**src/stepper_step_rate_generator_assert.svh**
```systemverilog
// Assertion macros for the module that checks its own logic.
`ifndef STEPPER_STEP_RATE_GENERATOR_ASSERT_SVH
`define STEPPER_STEP_RATE_GENERATOR_ASSERT_SVH

// Same-cycle implication, checked outside of reset.
`define SSRG_ASSERT_NOW(label, clk, rstn, ante, cons, msg) \
    label: assert property (@(posedge clk) disable iff (!rstn) (ante) |-> (cons)) \
        else $error(msg);

// Next-cycle implication, checked outside of reset.
`define SSRG_ASSERT_NEXT(label, clk, rstn, ante, cons, msg) \
    label: assert property (@(posedge clk) disable iff (!rstn) (ante) |=> (cons)) \
        else $error(msg);

`endif

```
**src/ssrg_pkg.sv**
```systemverilog
package ssrg_pkg;

    // Default tick rate of the time base, in ticks per second.
    localparam int TICK_HZ_DEFAULT = 100000;

    // Field widths.
    localparam int CMD_W      = 2;
    localparam int VEL_W      = 16;
    localparam int MAG_W      = 15;
    localparam int SPR_W      = 16;
    localparam int GEAR_W     = 16;
    localparam int AGE_W      = 24;
    localparam int PULSE_W    = 16;
    localparam int INTERVAL_W = 32;
    localparam int ELAPSED_W  = 32;
    localparam int DEN_W      = MAG_W + SPR_W;
    // Q2.14 velocity against Q8 gear: 2^14 / 2^8 leaves a factor of 64.
    localparam int GEAR_SHIFT = 6;

    // Configuration port.
    localparam int CFG_ADDR_W = 2;
    localparam int CFG_DATA_W = 24;

    // Stream payload widths, padded to whole bytes.
    localparam int S_DATA_W = 24;
    localparam int M_DATA_W = 24;

    // Register reset values.
    localparam logic [SPR_W-1:0]   SPR_RESET     = 16'd200;
    localparam logic [GEAR_W-1:0]  GEAR_RESET    = 16'd256;
    localparam logic [AGE_W-1:0]   TIMEOUT_RESET = 24'd50000;
    localparam logic [PULSE_W-1:0] PULSE_RESET   = 16'd100;

    localparam logic signed [VEL_W-1:0] VEL_MAX = 16'sd16384;
    localparam logic signed [VEL_W-1:0] VEL_MIN = -16'sd16384;

    typedef enum logic [CMD_W-1:0] {
        CMD_TICK    = 2'd0,
        CMD_SET_VEL = 2'd1,
        CMD_SET_EN  = 2'd2,
        CMD_UNUSED  = 2'd3
    } cmd_t;

    typedef enum logic [CFG_ADDR_W-1:0] {
        CFG_STEPS_PER_REV = 2'd0,
        CFG_GEAR_RATIO    = 2'd1,
        CFG_TIMEOUT       = 2'd2,
        CFG_PULSE_TICKS   = 2'd3
    } cfg_index_t;

    // Status of the interval divider toward the control logic.
    typedef struct packed {
        logic busy;
        logic done;
    } div_stat_t;

endpackage

```
**src/ssrg_serial_div.sv**
```systemverilog
// Step interval unit: forms TICK_HZ * gear * 64 and |v| * steps_per_rev and
// registers them on start, then divides them by restoring division, one
// quotient bit per cycle, with the numerator shifted out from its top bit.
module ssrg_serial_div #(
    parameter int TICK_HZ = ssrg_pkg::TICK_HZ_DEFAULT
) (
    input  logic                              aclk,
    input  logic                              aresetn,
    input  logic                              start,
    input  logic [ssrg_pkg::MAG_W-1:0]        mag,
    input  logic [ssrg_pkg::SPR_W-1:0]        spr,
    input  logic [ssrg_pkg::GEAR_W-1:0]       gear,
    output logic [ssrg_pkg::INTERVAL_W-1:0]   interval,
    output ssrg_pkg::div_stat_t               stat
);
    import ssrg_pkg::*;

    localparam int HZ_W   = $clog2(TICK_HZ + 1);
    localparam int PROD_W = HZ_W + GEAR_W;
    localparam int NUM_W  = PROD_W + GEAR_SHIFT;
    localparam int CNT_W  = $clog2(NUM_W + 1);
    localparam logic [HZ_W-1:0] HZ_VAL = HZ_W'(TICK_HZ);

    typedef enum logic [2:0] {
        DIV_IDLE = 3'b001,
        DIV_RUN  = 3'b010,
        DIV_DONE = 3'b100
    } div_state_t;

    div_state_t              state_reg, state_next;
    logic [CNT_W-1:0]        cnt_reg, cnt_next;
    logic [NUM_W-1:0]        num_reg, num_next;
    logic [DEN_W-1:0]        den_reg, den_next;
    logic [DEN_W-1:0]        rem_reg, rem_next;
    logic [INTERVAL_W-1:0]   q_reg, q_next;
    logic                    ovf_reg, ovf_next;

    logic [PROD_W-1:0]       prod;
    logic [DEN_W:0]          rem_sh;
    logic [DEN_W:0]          rem_diff;
    logic                    fits;

    assign prod     = PROD_W'(HZ_VAL) * PROD_W'(gear);
    assign rem_sh   = {rem_reg, num_reg[NUM_W-1]};
    assign rem_diff = rem_sh - {1'b0, den_reg};
    assign fits     = rem_sh >= {1'b0, den_reg};

    always_comb begin
        state_next = state_reg;
        cnt_next   = cnt_reg;
        num_next   = num_reg;
        den_next   = den_reg;
        rem_next   = rem_reg;
        q_next     = q_reg;
        ovf_next   = ovf_reg;
        unique case (state_reg)
            DIV_IDLE: begin
                if (start) begin
                    num_next   = {prod, GEAR_SHIFT'(0)};
                    den_next   = DEN_W'(mag) * DEN_W'(spr);
                    rem_next   = '0;
                    q_next     = '0;
                    ovf_next   = 1'b0;
                    cnt_next   = CNT_W'(NUM_W);
                    state_next = DIV_RUN;
                end
            end
            DIV_RUN: begin
                num_next = {num_reg[NUM_W-2:0], 1'b0};
                rem_next = fits ? rem_diff[DEN_W-1:0] : rem_sh[DEN_W-1:0];
                q_next   = {q_reg[INTERVAL_W-2:0], fits};
                // Any quotient bit pushed past bit 31 means the result saturates.
                ovf_next = ovf_reg | q_reg[INTERVAL_W-1];
                cnt_next = cnt_reg - CNT_W'(1);
                if (cnt_reg == CNT_W'(1)) begin
                    state_next = DIV_DONE;
                end
            end
            DIV_DONE: begin
                state_next = DIV_IDLE;
            end
            default: begin
                state_next = DIV_IDLE;
            end
        endcase
    end

    always_ff @(posedge aclk) begin
        if (!aresetn) begin
            state_reg <= DIV_IDLE;
            cnt_reg   <= '0;
        end else begin
            state_reg <= state_next;
            cnt_reg   <= cnt_next;
        end
        num_reg <= num_next;
        den_reg <= den_next;
        rem_reg <= rem_next;
        q_reg   <= q_next;
        ovf_reg <= ovf_next;
    end

    assign interval  = ovf_reg ? '1 : q_reg;
    assign stat.busy = state_reg != DIV_IDLE;
    assign stat.done = state_reg == DIV_DONE;

endmodule

```
**src/stepper_step_rate_generator.sv**
```systemverilog
// Stepper step/direction pulse generator.
// Input items arrive on the s_ stream: s_tuser carries the command (time tick,
// set velocity, set enable), s_tdata the velocity and the enable level. Every
// item yields exactly one result item on the m_ stream with the step, direction
// and enable pin levels, the step-started and timed-out flags and the current
// clamped velocity. Registers are written through cfg_wr_en/cfg_addr/cfg_wdata.
// Tick and set-enable items are handled in the cycle they are accepted; their
// result appears in the output register on the next cycle, so ticks can be
// accepted every cycle while the receiver keeps up and the divider is idle. A
// set-velocity item's result is registered the same way, but it also starts the
// step-interval divider, which latches its operands in the accept cycle, then
// shifts in one numerator bit per cycle (clog2(TICK_HZ+1)+22 bits, 39 at 100 kHz)
// and passes through a done state; s_tready stays low until the new interval is
// stored, so no new item is accepted while the divider works.
// Reset loads the register defaults, zero velocity, an all-ones interval,
// direction forward and enable high, and empties the output register.
// When the receiver stalls, the result is held in the output register and no
// new item is accepted until it has been taken or is taken in the same cycle.
`include "stepper_step_rate_generator_assert.svh"

module stepper_step_rate_generator #(
    parameter int TICK_HZ = ssrg_pkg::TICK_HZ_DEFAULT
) (
    input  logic                               aclk,
    input  logic                               aresetn,
    // Configuration write port.
    input  logic                               cfg_wr_en,
    input  logic [ssrg_pkg::CFG_ADDR_W-1:0]    cfg_addr,
    input  logic [ssrg_pkg::CFG_DATA_W-1:0]    cfg_wdata,
    // Input item stream.
    input  logic                               s_tvalid,
    output logic                               s_tready,
    // s_tdata: velocity [15:0], enable_value [16], zero [23:17]
    input  logic [ssrg_pkg::S_DATA_W-1:0]      s_tdata,
    // s_tuser: cmd [1:0]
    input  logic [ssrg_pkg::CMD_W-1:0]         s_tuser,
    // Result item stream.
    output logic                               m_tvalid,
    input  logic                               m_tready,
    // m_tdata: step_pin [0], dir_pin [1], enable_pin [2], step_taken [3],
    //          velocity_now [19:4], timed_out [20], zero [23:21]
    output logic [ssrg_pkg::M_DATA_W-1:0]      m_tdata
);
    import ssrg_pkg::*;

    localparam int M_USED_W = VEL_W + 5;

    // Configuration registers.
    logic [SPR_W-1:0]         spr_reg;
    logic [GEAR_W-1:0]        gear_reg;
    logic [AGE_W-1:0]         timeout_reg;
    logic [PULSE_W-1:0]       pulse_ticks_reg;

    // Motion state.
    logic signed [VEL_W-1:0]  vel_reg, vel_next;
    logic [INTERVAL_W-1:0]    interval_reg, interval_next;
    logic [ELAPSED_W-1:0]     elapsed_reg, elapsed_next;
    logic [AGE_W-1:0]         age_reg, age_next;
    logic [PULSE_W-1:0]       pulse_reg, pulse_next;
    logic                     dir_reg, dir_next;
    logic                     en_reg, en_next;

    // Output register.
    logic                     m_valid_reg, m_valid_next;
    logic [M_DATA_W-1:0]      m_data_reg;

    logic                     accept;
    cmd_t                     cmd;
    logic signed [VEL_W-1:0]  vel_in;
    logic signed [VEL_W-1:0]  vel_clamped;
    logic signed [VEL_W-1:0]  vel_neg;
    logic [MAG_W-1:0]         vel_mag;
    logic [AGE_W-1:0]         age_inc;
    logic [ELAPSED_W-1:0]     elapsed_inc;
    logic                     step_taken;
    logic                     timed_out;
    logic                     div_start;
    logic [INTERVAL_W-1:0]    div_interval;
    div_stat_t                div_stat;

    // The divider holds off new items until the interval it computes is stored.
    assign s_tready = !div_stat.busy && (!m_valid_reg || m_tready);
    assign accept   = s_tvalid && s_tready;
    assign cmd      = cmd_t'(s_tuser);

    // Clamp the commanded velocity to plus or minus 1.0 in Q2.14.
    assign vel_in = s_tdata[VEL_W-1:0];
    always_comb begin
        if (vel_in > VEL_MAX) begin
            vel_clamped = VEL_MAX;
        end else if (vel_in < VEL_MIN) begin
            vel_clamped = VEL_MIN;
        end else begin
            vel_clamped = vel_in;
        end
    end
    assign vel_neg = -vel_clamped;
    assign vel_mag = vel_clamped[VEL_W-1] ? vel_neg[MAG_W-1:0] : vel_clamped[MAG_W-1:0];

    // Saturating counters of the tick path.
    assign age_inc     = (age_reg == '1) ? age_reg : age_reg + AGE_W'(1);
    assign elapsed_inc = (elapsed_reg == '1) ? elapsed_reg : elapsed_reg + ELAPSED_W'(1);

    always_comb begin
        vel_next      = vel_reg;
        interval_next = interval_reg;
        elapsed_next  = elapsed_reg;
        age_next      = age_reg;
        pulse_next    = pulse_reg;
        dir_next      = dir_reg;
        en_next       = en_reg;
        step_taken    = 1'b0;
        timed_out     = 1'b0;
        div_start     = 1'b0;

        if (div_stat.done) begin
            interval_next = div_interval;
        end

        if (accept) begin
            unique case (cmd)
                CMD_TICK: begin
                    // The command ages first; a stale command stops the motor.
                    age_next = age_inc;
                    if (age_inc > timeout_reg) begin
                        timed_out = vel_reg != '0;
                        vel_next  = '0;
                    end
                    elapsed_next = elapsed_inc;
                    // A running pulse only counts down; a new step waits for it.
                    if (pulse_reg != '0) begin
                        pulse_next = pulse_reg - PULSE_W'(1);
                    end else if (vel_next != '0 && elapsed_inc > interval_reg) begin
                        pulse_next   = pulse_ticks_reg;
                        elapsed_next = '0;
                        step_taken   = 1'b1;
                    end
                end
                CMD_SET_VEL: begin
                    vel_next  = vel_clamped;
                    age_next  = '0;
                    div_start = 1'b1;
                    // A zero command keeps the last direction.
                    if (vel_clamped > 0) begin
                        dir_next = 1'b1;
                    end else if (vel_clamped < 0) begin
                        dir_next = 1'b0;
                    end
                end
                CMD_SET_EN: begin
                    en_next = s_tdata[VEL_W];
                end
                default: begin
                end
            endcase
        end

        if (accept) begin
            m_valid_next = 1'b1;
        end else if (m_tready) begin
            m_valid_next = 1'b0;
        end else begin
            m_valid_next = m_valid_reg;
        end
    end

    ssrg_serial_div #(
        .TICK_HZ (TICK_HZ)
    ) u_div (
        .aclk     (aclk),
        .aresetn  (aresetn),
        .start    (div_start),
        .mag      (vel_mag),
        .spr      (spr_reg),
        .gear     (gear_reg),
        .interval (div_interval),
        .stat     (div_stat)
    );

    always_ff @(posedge aclk) begin
        if (!aresetn) begin
            spr_reg         <= SPR_RESET;
            gear_reg        <= GEAR_RESET;
            timeout_reg     <= TIMEOUT_RESET;
            pulse_ticks_reg <= PULSE_RESET;
            vel_reg         <= '0;
            interval_reg    <= '1;
            elapsed_reg     <= '0;
            age_reg         <= '0;
            pulse_reg       <= '0;
            dir_reg         <= 1'b1;
            en_reg          <= 1'b1;
            m_valid_reg     <= 1'b0;
        end else begin
            if (cfg_wr_en) begin
                unique case (cfg_index_t'(cfg_addr))
                    CFG_STEPS_PER_REV: spr_reg         <= cfg_wdata[SPR_W-1:0];
                    CFG_GEAR_RATIO:    gear_reg        <= cfg_wdata[GEAR_W-1:0];
                    CFG_TIMEOUT:       timeout_reg     <= cfg_wdata[AGE_W-1:0];
                    CFG_PULSE_TICKS:   pulse_ticks_reg <= cfg_wdata[PULSE_W-1:0];
                    default: begin
                    end
                endcase
            end
            vel_reg      <= vel_next;
            interval_reg <= interval_next;
            elapsed_reg  <= elapsed_next;
            age_reg      <= age_next;
            pulse_reg    <= pulse_next;
            dir_reg      <= dir_next;
            en_reg       <= en_next;
            m_valid_reg  <= m_valid_next;
        end
        if (accept) begin
            m_data_reg <= {(M_DATA_W - M_USED_W)'(0), timed_out, vel_next, step_taken,
                           en_next, dir_next, pulse_next == '0};
        end
    end

    assign m_tvalid = m_valid_reg;
    assign m_tdata  = m_data_reg;

    // A set-velocity item must hand its work to the divider.
    `SSRG_ASSERT_NEXT(a_set_vel_starts_div, aclk, aresetn,
        accept && cmd == CMD_SET_VEL, div_stat.busy, "set velocity did not start the divider")
    // The divider reports completion for exactly one cycle.
    `SSRG_ASSERT_NEXT(a_div_done_single, aclk, aresetn,
        div_stat.done, !div_stat.done, "divider done held for more than one cycle")
    // The stored velocity never leaves the clamp range.
    `SSRG_ASSERT_NOW(a_vel_in_range, aclk, aresetn,
        1'b1, vel_reg <= VEL_MAX && vel_reg >= VEL_MIN, "stored velocity out of range")

endmodule
```
**config.mk**
```make
export PLATFORM = sky130hd
export DESIGN_NAME = stepper_step_rate_generator
export DESIGN_NICKNAME = d
export VERILOG_FILES = /design/src/ssrg_pkg.sv /design/src/ssrg_serial_div.sv /design/src/stepper_step_rate_generator.sv
export VERILOG_INCLUDE_DIRS = /design/src /design/src/src
export SDC_FILE = /design/constraint.sdc
export NUM_CORES = 2
export LEC_CHECK = 0
export CAP_MARGIN = 10
export CELL_PAD_IN_SITES_DETAIL_PLACEMENT = 1
export CELL_PAD_IN_SITES_GLOBAL_PLACEMENT = 2
export CORE_MARGIN = 5
export CORE_UTILIZATION = 45
export DETAILED_ROUTE_END_ITERATION = 12
export DONT_BUFFER_PORTS = 1
export GPL_ROUTABILITY_DRIVEN = 0
export GPL_TIMING_DRIVEN = 0
export PLACE_DENSITY = 0.92
export SLEW_MARGIN = 20
export SYNTH_ARGS = -nofsm -noshare
export SYNTH_HDL_FRONTEND = slang
export SYNTH_SLANG_ARGS = --single-unit
```
**constraint.sdc**
```tcl
create_clock -name aclk -period 16.35 [get_ports aclk]
set_clock_uncertainty 0.15 [all_clocks]
set_input_delay 0 -clock aclk [delete_from_list [all_inputs] [get_ports aclk]]
set_output_delay 0 -clock aclk [all_outputs]
set_load 0.02 [all_outputs]
```
# --- After elaboration in Yosys (flattened, before gate mapping) ---
# Cells that the tools add are included.
op_classes:
  add_sub_neg: 6
  n_mul: 2
  div: 0
  n_lt_le_gt_ge: 7
  n_eq_ne: 14
  n_shift: 0
  n_mux: 43
  bitwise_logic: 2
  n_reduce_logical: 26
ops:
  columns: ["cell", "n"]
  rows:
  - ["$mux W16", 10]
  - ["$mux W32", 5]
  - ["$pmux W39 S2", 1]
  - ["$pmux W32 S2", 1]
  - ["$mux W31", 2]
  - ["$pmux W31 S2", 1]
  - ["$pmux W24 S2", 1]
  - ["$reduce_bool A16 Y1", 3]
  - ["$mux W39", 1]
  - ["$add A32 B1 Y32 const B", 1]
  - ["$eq A32 B32 Y1 const B", 1]
  - ["$ge A32 B31 Y1", 1]
  - ["$gt A32 B32 Y1", 1]
  - ["$pmux W16 S2", 1]
  - ["$mul A15 B16 Y31", 1]
  - ["$sub A31 B31 Y31", 1]
  - ["$mul A12 B16 Y28 const A", 1]
  - ["$add A24 B1 Y24 const B", 1]
  - ["$eq A24 B24 Y1 const B", 1]
  - ["$gt A24 B24 Y1", 1]
  - ["$mux W24", 1]
  - ["$reduce_and A2 Y1", 10]
  - ["$gt A16 B1 Y1 const B", 1]
  - ["$gt A16 B16 Y1 const B", 1]
  - ["other kinds (30)", 51]
totals:
  reg_bits: 359
  latch_bits: 0
  mem_bits_rw: 0
  mem_bits_ro: 0
  in_bits: 57
  elab_cells: 122
  mem_count: 0

# --- Depth between registers and ports, before layout ---
logic_depth:
  ltp_word: 13
  depth_mapped: 40
  depth_no_buf: 37

# --- Cells and area by module ---
# Synthesis repeated with hierarchy kept, for this count alone.
unflattened:
  cells_unflattened: 3308
  hier_area_um2: 29644.7
by_module_without_submodules:
  columns: ["module", "n_inst", "cells_per_inst", "area_each_um2", "seq_area_each_um2"]
  rows:
  - ["ssrg_serial_div", 1, 1915, 18307.6, 3873.7]
  - ["stepper_step_rate_generator", 1, 1393, 11337.1, 4534.3]

# --- Worst setup path before layout ---
# Ideal clock, no wire load.
synth_timing:
  path_type: "in2reg"
  start: "input s_tdata[2] (netlist name)"
  end: "register u_div.den_reg[26], data pin"
  arrival_time_ns: 8.464
  required_ns: 15.941
  path_slack_ns: 7.477
  stages: 36
  n_path_buf: 4
  path_cell_list: "or4_1 > nor3_1 > nand3b_1 > nor2_1 > nand2_1 > a21oi_2 > clkbuf_1 > clkbuf_1 > nand2_1 > ha_1 > clkbuf_1 > a21oi_1 > o21ai_0 > nand2_1 > clkbuf_1 > nand2_1 > fa_1 > fa_1 > inv_1 > ha_1 > fa_1 > fa_1 > inv_1 > fa_1 > inv_1 > ha_1 > a21o_1 > a21o_1 > a21o_1 > a41oi_1 > o21ai_0 > a221o_1 > a21o_1 > a21oi_1 > o21ai_0 > xnor2_1"
synth_via:
  elab_chain_len: 6
synth_lines:
  columns: ["item", "line", "rtl"]
  rows:
  - ["start, declared", "stepper_step_rate_generator.sv:34", "input logic [ssrg_pkg::S_DATA_W-1:0] s_tdata,"]
  - ["$lt A16 B15 Y1", "stepper_step_rate_generator.sv:91", "end else if (vel_in < VEL_MIN) begin"]
  - ["$mux W16", "stepper_step_rate_generator.sv:91", null]
  - ["$mux W16 *", "stepper_step_rate_generator.sv:89", "if (vel_in > VEL_MAX) begin"]
  - ["$neg A15 Y15", "stepper_step_rate_generator.sv:97", "assign vel_neg = -vel_clamped;"]
  - ["$mux W15 *", "stepper_step_rate_generator.sv:98", "assign vel_mag = vel_clamped[VEL_W-1] ? vel_neg[MAG_W-1:0] : vel_clamped[MAG_W-1:0];"]
  - ["$mul A15 B16 Y31 *", "ssrg_serial_div.sv:60", "den_next = DEN_W'(mag) * DEN_W'(spr);"]
  - ["end signal, assigned", "ssrg_serial_div.sv:97", "den_reg <= den_next;"]
  - ["end, declared", "ssrg_serial_div.sv:33", "logic [DEN_W-1:0] den_reg, den_next;"]
# Every way passes the cells marked *; elsewhere a longest branch is shown, timed or not.
# A chain may end at the register's enable or synchronous reset.

# --- Worst setup path in the final report ---
layout_timing:
  start: "input s_tdata[2] (netlist name)"
  end: "register u_div.den_reg[25], data pin"
# The elaborated chain is that of the path after synthesis.

==> key figures <==
Synthesis
  • Post-synth top area cell: fa_1
  • Seq/Total Area, Yosys: 29.0%
  • Post-synthesis register bit count: about 350
  • Synth warn: 0
  • EDFF count, synth: about 140
  • Area share of the largest cell type after synthesis: about 16%
  • Top FF cell, synth: dfxtp_1
  • Mapped Cells: 3282
  • Post-synth ARST share: 0%
  • Post-synth cell types: 79
  • Syn avg cell area: 8.82 sq um
  • Synth area leaders: fa_1 (16%), edfxtp_1 (15%), dfxtp_1 (14%)
  • Synthesized cell area: 0.0289 sq mm

STA
  • Final setup TNS: 0 ps
  • Final setup viols: 0
  • Worst Tran Pin Value: roughly 1100 ps
  • Fmax: 93.2 MHz
  • Worst rel slew slack: 29.5%
  • Crit path time final: roughly 11000 ps
  • Final period utilization: 65.6%
  • Final Hold Viols: 0
  • WHS: about 46 ps
  • Unrepaired setup endpoints after global routing: false
  • Final Slew Violations: 0

Clock tree
  • Post-CTS Repair Setup Buffers: 0
  • # hold bufs at CTS: ~70
  • PostCTS Resize Cnt: 0
  • H-tree levels: 2
  • Clock root buffer: clkbuf_16
  • Skew-Pair Late Insertion Delay: approximately 600 ps
  • Total CTS buffers: 42
  • Clock transition at the registers of the reported paths: 60 ps
  • Num Clock Sinks: between 300 and 400
  • CTS tree: yes
  • Clock tree buffer depth: 3

Worst setup path
  • Crit path launch type: input pin
  • CP max FO: 10
  • CP most frequent cell: fa_1
  • Worst path max stage delay: roughly 560 ps
  • Arr. time, crit path: around 11000 ps
  • Crit. End Element: register
  • Crit path kind: in2reg
  • Worst path required time: approximately 17000 ps
  • Critical path's slowest cell: clkbuf_1

Detailed routing
  • WL per Instance: between 20 and 25 um
  • WL final: 92300 um
  • Vias per inst: 5.70
  • ANT nets after route: 0
  • DRT Pass-1 Iters: 7
  • # DRC: 0
  • DRT iter0 DRCs: 1600
  • Via Count: ~24000

GRT
  • Grt met2 use: 45.0%
  • Total global-route track usage: 26.0%
  • Global-route wire length before repair: approximately 150000 um
  • Layer with the highest usage: met2
  • Met3 usage: under 10%
  • GRT met1 Usage: between 30% and 40%
  • Initial antenna violation count: 8
  • Pin count of the biggest net entering global routing: 54
  • Total gr overflow: 0
  • Vias in the first global route: roughly 27000

Die
  • Die span in y: 264 um
  • Die Area: between 0.06 and 0.07 sq mm
  • Die X-Extent: between 200 and 300 um
  • Initial Util: 45.1%
  • Std-Cell Rows: slightly above 90
  • Ports: 83
  • Core Box Area: 0.0641 sq mm

Worst hold path
  • Worst Hold Class: in2reg

Cells and area
  • Core Util, Final: 50.4%
  • Final nets: between 3000 and 4000
  • Share of layout cells above drive strength 1: roughly 3.2%
  • Area delta synth->final: 11.6%
  • Filler instances: roughly 7600

Placed design
  • Dpl hpwl: 70600 um
  • I/O Buffers: 0

Power and ir drop
  • Leak pwr: 14.7 nW
  • Cell area power density: around 94 mW/mm^2
  • VDD IR-drop max: about 0.000083 V

Flow run
  • Max Cap Violations: 0

Run status
  • Outcome: completed
-- cell usage in the layout (no fill, tap or decap), drive strengths merged, types with 144 or more instances in the layout --
cell,instances
a21oi,217
clkbuf,172
edfxtp,144
inv,428
ha,289
fa,225
dfxtp,204
nor2,196
and2,167
nand2,417
-- Yosys cell counts, types with 12 or more instances --
| library cell | n |
|---|---|
| inv_1 | 425 |
| nand2_1 | 416 |
| ha_1 | 289 |
| fa_1 | 225 |
| a21oi_1 | 215 |
| dfxtp_1 | 204 |
| nor2_1 | 196 |
| and2_1 | 167 |
| edfxtp_1 | 144 |
| o21ai_0 | 132 |
| clkbuf_1 | 118 |
| nor3_1 | 86 |
| xnor2_1 | 73 |
| nand3_1 | 68 |
| a21o_1 | 48 |
| xor2_1 | 47 |
| nand4_1 | 36 |
| a22oi_1 | 35 |
| and3_1 | 33 |
| nor2b_1 | 29 |
| a211oi_1 | 26 |
| nor4_1 | 21 |
| a31oi_1 | 19 |
| nand2b_1 | 19 |
| or3_1 | 19 |
| a22o_1 | 17 |
| and4_1 | 15 |
| o211ai_1 | 15 |
| o21a_1 | 13 |
| o31ai_1 | 12 |
-- routing by layer --
layer / routed length (um) / vias to the layer above
li1: - / 11254
met1: 37800 / 12378
met2: 45600 / 618
met3: 4930 / 214
met4: 4030 / 4
met5: 27 / -
-- final timing paths --
kind                                      from                           end  slack (ps)  cells after the start
hold reg to reg   elapsed_reg[19]$_SDFFE_PN0P_  elapsed_reg[19]$_SDFFE_PN0P_         310                      2
setup / recovery                    s_tdata[2]   u_div.den_reg[25]$_DFFE_PP_        5620                     36
setup reg to reg       spr_reg[5]$_SDFFE_PN0P_   u_div.den_reg[25]$_DFFE_PP_        8710                     22
hold / removal                     s_tdata[16]          m_tdata[2]$_DFFE_PP_          50                      2
-- report_power, final --
group          switching [mW]  leakage (nW)  internal, mW
logic                   0.620          11.0         0.376
clock network           0.419         0.731         0.616
registers              0.0344          3.00         0.965
total                    1.07          14.7          1.96
-- cells by family after synthesis --
group / share of synthesized area (%)
multiplexers: 0.294
AO/OA/AOI/OAI: 12.5
flip-flops: 29.0
adder cells (fa/ha/maj): 28.1
AND/OR/NAND/NOR: 19.1
other: 0.0130
XOR/XNOR: 3.63
buffers and inverters: 7.32
-- per-stage QoR --
| stage | setup slack (ps) | instances | area (sq um) | power [mW] |
|---|---|---|---|---|
| 6_report | 5620 | 4293 | 32300 | 3.03 |
| 5_1_grt | 5070 | 4293 | 32300 | 3.20 |
| 4_1_cts | 5870 | 4288 | 32300 | 3.03 |
| 3_5_place_dp | 5290 | 4141 | 30100 | 1.98 |
| 3_3_place_gp | 5550 | 4139 | 30000 | 1.92 |
| 2_1_floorplan | 7480 | 3284 | 29000 | 1.71 |
-- cell type report --
| class | instances | area (sq um) | share of cell area, % |
|---|---|---|---|
| timing repair buffer | 71 | 738 | 2.28 |
| buffer | 133 | 524 | 1.62 |
| inverter | 425 | 1600 | 4.94 |
| clock inverter | 26 | 377 | 1.17 |
| multi-input combinational | 2378 | 18400 | 57.1 |
| clock buffer | 52 | 1140 | 3.53 |
| antenna | 5 | 12.5 | 0.0387 |
| sequential | 348 | 8410 | 26.0 |
| tap | 855 | 1070 | 3.31 |
-- worst max-delay path, delay by kind of cell --
family	cells	cell delay [ps]
compound gates	10	2660
fa+ha+maj	8	3780
xor+xnor	1	120
buf+inv	8	2130
simple gates	9	2190
Note: power is estimated with default switching activity, not from simulation.
